File: config.mk
export PLATFORM = sky130hd
export DESIGN_NAME = spaced_point_placement_filter
export DESIGN_NICKNAME = d
export VERILOG_FILES = /design/src/hdl/sppf_pkg.sv /design/src/hdl/sppf_front.sv /design/src/hdl/sppf_queue.sv /design/src/hdl/sppf_back.sv /design/src/hdl/spaced_point_placement_filter.sv
export SDC_FILE = /design/constraint.sdc
export NUM_CORES = 2
export LEC_CHECK = 0
export ABC_AREA = 1
export ABC_CLOCK_PERIOD_IN_PS = 31200
export BUFFER_PORTS_ARGS = -buffer_cell sky130_fd_sc_hd__buf_2
export CORE_MARGIN = 2
export CORE_UTILIZATION = 45
export CTS_CLUSTER_DIAMETER = 40
export DETAILED_ROUTE_END_ITERATION = 7
export PLACE_DENSITY = 0.57
export SYNTH_ARGS = -nofsm -noshare
export SYNTH_HDL_FRONTEND = slang
export SYNTH_HIERARCHICAL = 1
export SYNTH_SLANG_ARGS = --single-unit
File: constraint.sdc
create_clock -name clk -period 31.2 [get_ports clk]
set_input_delay 6.24 -clock clk [delete_from_list [all_inputs] [get_ports clk]]
set_output_delay 6.24 -clock clk [all_outputs]
set_load 0.05 [all_outputs]
File: src/hdl/sppf_pkg.sv
package sppf_pkg;
	localparam int MAX_POINTS = 64;
	localparam int MAX_OBSTACLES = 8;
	localparam int COORD_BITS = 16;
	localparam int PT_BITS = $clog2(MAX_POINTS);
	localparam int OB_BITS = $clog2(MAX_OBSTACLES);
	localparam int CNT_BITS = 7;
	localparam int OBC_BITS = 4;
	localparam int RAD_BITS = 12;
	localparam int LIM_BITS = 2 * (RAD_BITS + 3) + 1;
	localparam int SQ_BITS = 2 * COORD_BITS + 1;

	localparam logic [1:0] FUNC_LOAD = 2'd0;
	localparam logic [1:0] FUNC_CLEAR = 2'd1;
	localparam logic [1:0] FUNC_TEST = 2'd2;

	localparam logic [2:0] ST_ACCEPT = 3'd0;
	localparam logic [2:0] ST_OBSTACLE = 3'd1;
	localparam logic [2:0] ST_CLOSE = 3'd2;
	localparam logic [2:0] ST_FULL = 3'd3;
	localparam logic [2:0] ST_DONE = 3'd4;

	localparam logic [1:0] REG_RADIUS = 2'd0;
	localparam logic [1:0] REG_TARGET = 2'd1;
	localparam logic [1:0] REG_OBSTACLES = 2'd2;

	typedef enum logic [1:0] {OP_LOAD, OP_CLEAR, OP_TEST, OP_NOP} op_t;

	typedef struct packed {
		op_t op;
		logic [OB_BITS-1:0] slot;
		logic slot_ok;
		logic [COORD_BITS-1:0] xl, yl, xh, yh;
		logic [COORD_BITS-1:0] cx, cy;
	} job_t;

	typedef enum logic [2:0] {B_IDLE, B_OBST, B_PTRD, B_PTCMP, B_DONE} bstate_t;
endpackage

File: src/hdl/sppf_front.sv
module sppf_front (
	input logic start,
	input logic [1:0] func,
	input logic [2:0] slot,
	input logic [15:0] x_low,
	input logic [15:0] y_low,
	input logic [15:0] x_high,
	input logic [15:0] y_high,
	input logic [15:0] cand_x,
	input logic [15:0] cand_y,
	input logic q_full,
	output logic q_push,
	output sppf_pkg::job_t q_job
);
	import sppf_pkg::*;
	op_t op;
	always_comb begin
		case (func)
			FUNC_LOAD: op = OP_LOAD;
			FUNC_CLEAR: op = OP_CLEAR;
			FUNC_TEST: op = OP_TEST;
			default: op = OP_NOP;
		endcase
	end
	assign q_push = start && !q_full;
	always_comb begin
		q_job.op = op;
		q_job.slot = slot[OB_BITS-1:0];
		q_job.slot_ok = ({29'd0, slot} < MAX_OBSTACLES);
		q_job.xl = x_low[COORD_BITS-1:0];
		q_job.yl = y_low[COORD_BITS-1:0];
		q_job.xh = x_high[COORD_BITS-1:0];
		q_job.yh = y_high[COORD_BITS-1:0];
		q_job.cx = cand_x[COORD_BITS-1:0];
		q_job.cy = cand_y[COORD_BITS-1:0];
	end
endmodule

File: src/hdl/sppf_queue.sv
module sppf_queue (
	input logic clk,
	input logic arst_n,
	input logic push,
	input sppf_pkg::job_t din,
	output logic full,
	input logic pop,
	output logic avail,
	output sppf_pkg::job_t dout
);
	import sppf_pkg::*;
	job_t mem_q [2];
	logic wp_q, rp_q;
	logic [1:0] cnt_q;
	assign full = (cnt_q == 2'd2);
	assign avail = (cnt_q != 2'd0);
	assign dout = mem_q[rp_q];
	always_ff @(posedge clk) begin
		if (push) mem_q[wp_q] <= din;
	end
	always_ff @(posedge clk or negedge arst_n) begin
		if (!arst_n) begin
			wp_q <= 1'b0;
			rp_q <= 1'b0;
			cnt_q <= 2'd0;
		end else begin
			if (push) wp_q <= ~wp_q;
			if (pop) rp_q <= ~rp_q;
			cnt_q <= cnt_q + {1'b0, push} - {1'b0, pop};
		end
	end
endmodule

File: src/hdl/sppf_back.sv
module sppf_back (
	input logic clk,
	input logic arst_n,
	input logic avail,
	input sppf_pkg::job_t job,
	output logic pop,
	input logic [11:0] radius,
	input logic [6:0] target,
	input logic [3:0] obs_cnt,
	output logic done,
	output logic [2:0] status,
	output logic [6:0] placed_count,
	output logic layout_full
);
	import sppf_pkg::*;
	bstate_t st_q, st_d;
	logic [COORD_BITS*4-1:0] obst_q [MAX_OBSTACLES];
	logic [COORD_BITS*2-1:0] pts_q [MAX_POINTS];
	logic [CNT_BITS-1:0] total_q;
	logic [PT_BITS:0] idx_q;
	logic [OB_BITS:0] oidx_q;
	logic [COORD_BITS*2-1:0] rd_s1;
	logic [SQ_BITS-1:0] dx2_s2, dy2_s2;
	logic cmp_v_s1, cmp_v_s2;
	logic [LIM_BITS-1:0] lim2_q;
	logic [RAD_BITS+2:0] lim;
	logic [2:0] res_q;
	logic [CNT_BITS-1:0] eff_tgt;
	logic [OB_BITS:0] eff_obs;
	logic [COORD_BITS-1:0] rxl, ryl, rxh, ryh, px, py, dx, dy;
	logic hit_in, hit_close;
	logic [SQ_BITS:0] dsum;

	assign eff_tgt = (target > CNT_BITS'(MAX_POINTS)) ? CNT_BITS'(MAX_POINTS) : target;
	assign eff_obs = (obs_cnt > OBC_BITS'(MAX_OBSTACLES)) ? (OB_BITS+1)'(MAX_OBSTACLES)
		: (OB_BITS+1)'(obs_cnt);
	assign lim = {radius, 3'b000};
	assign {rxl, ryl, rxh, ryh} = obst_q[oidx_q[OB_BITS-1:0]];
	assign hit_in = (job.cx > rxl) && (job.cy > ryl) && (job.cx < rxh) && (job.cy < ryh);
	assign {px, py} = rd_s1;
	assign dx = (job.cx > px) ? job.cx - px : px - job.cx;
	assign dy = (job.cy > py) ? job.cy - py : py - job.cy;
	assign dsum = {1'b0, dx2_s2} + {1'b0, dy2_s2};
	assign hit_close = cmp_v_s2 && (dsum <= (SQ_BITS+1)'(lim2_q));

	always_ff @(posedge clk) begin
		lim2_q <= LIM_BITS'(lim * lim);
		rd_s1 <= pts_q[idx_q[PT_BITS-1:0]];
		dx2_s2 <= SQ_BITS'(dx * dx);
		dy2_s2 <= SQ_BITS'(dy * dy);
		if (st_q == B_IDLE && avail && job.op == OP_LOAD && job.slot_ok)
			obst_q[job.slot] <= {job.xl, job.yl, job.xh, job.yh};
		if (st_q == B_PTRD && idx_q == (PT_BITS+1)'(total_q) && !hit_close && !cmp_v_s1)
			pts_q[total_q[PT_BITS-1:0]] <= {job.cx, job.cy};
	end

	always_comb begin
		st_d = st_q;
		pop = 1'b0;
		case (st_q)
			B_IDLE: if (avail) begin
				if (job.op == OP_TEST && total_q < eff_tgt) st_d = B_OBST;
				else st_d = B_DONE;
			end
			B_OBST: begin
				if (hit_in && oidx_q < eff_obs) st_d = B_DONE;
				else if (oidx_q >= eff_obs) st_d = B_PTRD;
			end
			B_PTRD: if (hit_close || (idx_q == (PT_BITS+1)'(total_q) && !cmp_v_s1 && !cmp_v_s2))
				st_d = B_DONE;
			B_DONE: begin
				pop = 1'b1;
				st_d = B_IDLE;
			end
			default: st_d = B_IDLE;
		endcase
	end

	always_ff @(posedge clk or negedge arst_n) begin
		if (!arst_n) begin
			st_q <= B_IDLE;
			total_q <= '0;
			idx_q <= '0;
			oidx_q <= '0;
			cmp_v_s1 <= 1'b0;
			cmp_v_s2 <= 1'b0;
			res_q <= ST_DONE;
			done <= 1'b0;
			status <= ST_DONE;
			placed_count <= '0;
			layout_full <= 1'b0;
		end else begin
			st_q <= st_d;
			done <= (st_q == B_DONE);
			cmp_v_s2 <= cmp_v_s1;
			// issue one stored point per cycle until the count is reached
			cmp_v_s1 <= (st_q == B_PTRD) && !hit_close && (idx_q != (PT_BITS+1)'(total_q));
			case (st_q)
				B_IDLE: begin
					idx_q <= '0;
					oidx_q <= '0;
					if (avail) begin
						if (job.op == OP_CLEAR) begin
							total_q <= '0;
							res_q <= ST_DONE;
						end else if (job.op == OP_TEST) res_q <= ST_FULL;
						else res_q <= ST_DONE;
					end
				end
				B_OBST: begin
					if (hit_in && oidx_q < eff_obs) res_q <= ST_OBSTACLE;
					else if (oidx_q < eff_obs) oidx_q <= oidx_q + 1'b1;
				end
				B_PTRD: begin
					if (hit_close) res_q <= ST_CLOSE;
					else if (idx_q != (PT_BITS+1)'(total_q)) idx_q <= idx_q + 1'b1;
					else if (!cmp_v_s1 && !cmp_v_s2) begin
						res_q <= ST_ACCEPT;
						total_q <= total_q + 1'b1;
					end
				end
				B_DONE: begin
					status <= res_q;
					placed_count <= total_q;
					layout_full <= (total_q >= eff_tgt);
				end
				default: ;
			endcase
		end
	end
endmodule

File: src/hdl/spaced_point_placement_filter.sv
// For load, clear, unused code and full, the back end goes from idle to its done state, and done is registered from it.
// A candidate test first scans the n obstacles in use, one per cycle, then compares each stored point
// through its registered read and square stages; a hit ends its scan early.
// Throughput: one word at a time in the back end; a two-entry queue takes words while busy is low.
// The result strobe (done) lasts one cycle; the receiver cannot stall.
// Reset clears counts and state and sets the target register to 64; obstacle and point stores are not cleared.
module spaced_point_placement_filter (
	input logic clk,
	input logic arst_n,
	input logic start,
	output logic busy,
	input logic [1:0] func,
	input logic [2:0] slot,
	input logic [15:0] x_low,
	input logic [15:0] y_low,
	input logic [15:0] x_high,
	input logic [15:0] y_high,
	input logic [15:0] cand_x,
	input logic [15:0] cand_y,
	output logic done,
	output logic [2:0] status,
	output logic [6:0] placed_count,
	output logic layout_full,
	input logic cfg_valid,
	output logic cfg_ready,
	input logic [1:0] cfg_index,
	input logic [11:0] cfg_data
);
	import sppf_pkg::*;
	logic q_full, q_push, q_pop, q_avail;
	job_t q_in, q_out;
	logic [11:0] radius_q;
	logic [6:0] target_q;
	logic [3:0] obs_q;

	assign busy = q_full;
	assign cfg_ready = 1'b1;

	always_ff @(posedge clk or negedge arst_n) begin
		if (!arst_n) begin
			radius_q <= '0;
			target_q <= 7'd64;
			obs_q <= '0;
		end else if (cfg_valid && cfg_ready) begin
			case (cfg_index)
				REG_RADIUS: radius_q <= cfg_data;
				REG_TARGET: target_q <= cfg_data[6:0];
				REG_OBSTACLES: obs_q <= cfg_data[3:0];
				default: ;
			endcase
		end
	end

	sppf_front u_front (.start, .func, .slot, .x_low, .y_low, .x_high,
		.y_high, .cand_x, .cand_y, .q_full, .q_push, .q_job(q_in));
	sppf_queue u_queue (.clk, .arst_n, .push(q_push), .din(q_in), .full(q_full),
		.pop(q_pop), .avail(q_avail), .dout(q_out));
	sppf_back u_back (.clk, .arst_n, .avail(q_avail), .job(q_out), .pop(q_pop),
		.radius(radius_q), .target(target_q), .obs_cnt(obs_q), .done, .status,
		.placed_count, .layout_full);
endmodule

==> impl_metrics.py <==
metrics = {
    "status": {
        "status": "finished, final reports clean",
    },
    "grt": {
        "grt_pass1_vias": 88900,
        "antenna_found_initial": 32,
        "grt_pass1_wl_mm": 592,
        "grt_start_max_net_pins": 183,
        "overflow": 0,
        "grt_usage_pct": 25.4,
    },
    "drt": {
        "wl_mm": 406,
        "detail-route-antenna-nets": 0,
        "avgViaCountPerCell": 5.75,
        "drc": 0,
        "wire_per_inst_um": 25.7,
        "drt-pass1-iter-count": 8,
        "vias": 90700,
        "first_iter_violations": 9534,
    },
    "clock_network": {
        "clock_sinks": 2946,
        "clk_latency_ns": 0.96,
        "cts_resized": 0,
        "path_clk_slew_ns": 0.05,
        "cts_buffer_depth": 4,
        "hold_buffers": 0,
        "cts.root.buffer_cell": "clkbuf_16",
        "cts_buffers": 409,
        "cts_tree": "built",
        "htreeDepth": 5,
        "post-cts-setup-buffers": 0,
    },
    "timing": {
        "max_freq_ghz": 0.0881,
        "grt_setup_unrepaired": "false",
        "slew_headroom_pct": 18.1,
        "worst-slew-pin-transition_ns": 1.22,
        "setup_tns_ns": 0,
        "setup_viol": 0,
        "skew_ns": 0.0723,
        "slew_viol_final": 0,
        "final.setup.worst_slack_ns": 19.85,
        "finalCritPeriodShare_pct": 36.4,
        "min_period_ns": 11.35,
        "finalHoldViolCount": 0,
    },
    "floorplan": {
        "die_width_um": 559,
        "core.rowCount": 203,
        "core_um2": 306000,
        "initial_core_util_pct": 45.3,
        "die_h_um": 559,
        "pin_count": 133,
        "die_area_um2": 312000,
    },
    "synth": {
        "synthTopCellsByArea": "edfxtp_1, fa_1, nor2_1, ha_1, o21ai_0",
        "ys_ff_latch": 2946,
        "synth_edf_count": 2764,
        "synth_flop_cell": "edfxtp_1",
        "yosysTopAreaCell": "edfxtp_1",
        "synthArstFlopShare_pct": 2.21,
        "syn_area_per_cell_um2": 12.3,
        "synth_area_um2": 139000,
        "synthCells": 11200,
        "yosysMostFrequentCell": "edfxtp_1",
        "ys_top_cells_by_count": "edfxtp_1, nor2_1, inv_1",
        "yosys_warnings": 6,
        "yosysTopAreaCellShare_pct": 59.9,
        "synth_cell_types": 75,
        "seq_area_frac_synth_pct": 62.8,
        "syn_nets": 12200,
    },
    "worst_setup_path": {
        "cp.required_ns": 32.05,
        "worstPathMaxFanout": 53,
        "crit_path_start_kind": "register",
        "reg2reg_to": "u_back/dx2_s2[28]",
        "end_kind": "register",
        "critPathKind": "register to register",
        "crit_top_cell": "inv_1",
        "cp_slowest_cell": "buf_4",
        "startpoint": "u_queue/rp_q",
        "cp-endpoint": "u_back/dx2_s2[28]",
        "cpPeakStageDelay_ns": 0.91,
        "rrSetupSlack_ns": 19.85,
        "reg2regPathDepth": 39,
        "reg2reg_from": "u_queue/rp_q",
        "cp.arrival_ns": 12.20,
    },
    "layout": {
        "nNetsFinal": 12300,
        "drive_above_1_share_pct": 11.5,
        "fillerInstances": 25800,
        "final_cells": 15800,
        "area.growth.synth_to_final_pct": 14.0,
    },
    "placement": {
        "place_congestion": 0.893,
        "post-place-ws_ns": 19.94,
        "hpwl_mm": 248,
        "portBuffers": 131,
        "placedCellCount": 15000,
    },
    "job": {
        "maxCapViolations": 0,
    },
    "worst_hold_path": {
        "holdCritPathClass": "register to register",
    },
}
how the worst min path moves through the flow:
stage,start,to,cells past startpoint
floorplan,u_back/cmp_v_s1,u_back/cmp_v_s2,0
global placement,u_back/cmp_v_s1,u_back/cmp_v_s2,0
detailed placement,u_back/cmp_v_s1,u_back/cmp_v_s2,0
CTS,u_back/cmp_v_s1,u_back/cmp_v_s2,0
global route,u_back/cmp_v_s1,u_back/cmp_v_s2,0
finish,u_back/cmp_v_s1,u_back/cmp_v_s2,0
worst max-delay path: cells and delay by family (launching register included):
family,cells,cell delay [ns]
flops,1,0.73
xor+xnor,2,0.82
fa+ha+maj,9,3.95
compound gates,7,1.59
buf+inv,11,2.36
simple gates,10,1.65
per-layer routing:
metal  global-route usage (%)  part of all wire (%)  up-vias
met1                     35.7                    43    46000
met5                        0                 0.036        -
met3                     4.36                   7.7      642
met4                     8.87                   3.6       22
met2                     39.8                    46     3691
li1                         -                     -    40300
state kept, by name, indices dropped and copies added (netlist names), 2 cells and up:
signal               flops
u_back/pts_q          2048
u_back/obst_q          512
u_queue/mem_q          204
u_back/rd_s1            32
u_back/dx2_s2           31
u_back/dy2_s2           31
u_back/lim2_q           23
radius_q                12
target_q                 7
u_back/idx_q             7
u_back/placed_count      7
u_back/total_q           7
obs_q                    4
u_back/oidx_q            4
u_back/res_q             3
u_back/st_q              3
u_back/status            3
u_queue/cnt_q            2
cells by family (layout without fill, tap and decap cells):
family / after synthesis / in the layout / synth area share [%]
buffers and inverters: 1730 / 2162 / 5.18
AOI/OAI and AO/OA: 2225 / 2225 / 10.3
adders and majority gates: 856 / 856 / 9.93
DFF: 2946 / 2946 / 62.8
muxes: 213 / 213 / 1.56
and+or+nand+nor: 3075 / 3075 / 9.05
xor gates and xnor gates: 179 / 179 / 1.26
other: 2 / 15 / 0.00542
cells in the final DEF, fill, tap and decap left out, drive strengths merged, types with 16 or more instances in the layout:
cell,count
o221ai,274
a31oi,74
bufinv,49
o21ai,1051
mux2i,213
dfxtp,117
ha,450
o32ai,303
xnor2,58
clkinvlp,52
dfrtp,62
nand4,41
fa,406
a221o,23
a21oi,299
clkinv,146
buf,359
inv,1100
nand2,979
o22ai,63
edfxtp,2764
o21bai,16
nor3,98
nand3,267
clkbuf,456
nor2,1669
xor2,120
o211ai,61
per-stage QoR:
step           utilization (%)  cell area, µm²  hold WS (ns)
2_1_floorplan                -          139000         0.376
5_1_grt                   51.6          158000         0.438
3_3_place_gp              47.0          144000         0.402
4_1_cts                   51.6          158000         0.419
3_5_place_dp              47.0          144000         0.405
6_report                  51.6          158000         0.419
cell type report:
| class | count | area, µm² | share of cell area, % |
|---|---|---|---|
| sequential | 2946 | 87000 | 55.1 |
| multi-input combinational | 6550 | 45300 | 28.6 |
| clock buffer | 456 | 10600 | 6.72 |
| tap | 4100 | 5130 | 3.25 |
| inverter | 1043 | 3950 | 2.50 |
| clock inverter | 304 | 3560 | 2.26 |
| timing repair buffer | 359 | 2450 | 1.55 |
| antenna | 13 | 32.5 | 0.0206 |
Power is not shown: default switching activity piles up to over one toggle a cycle in this logic, so the estimate is an artifact.
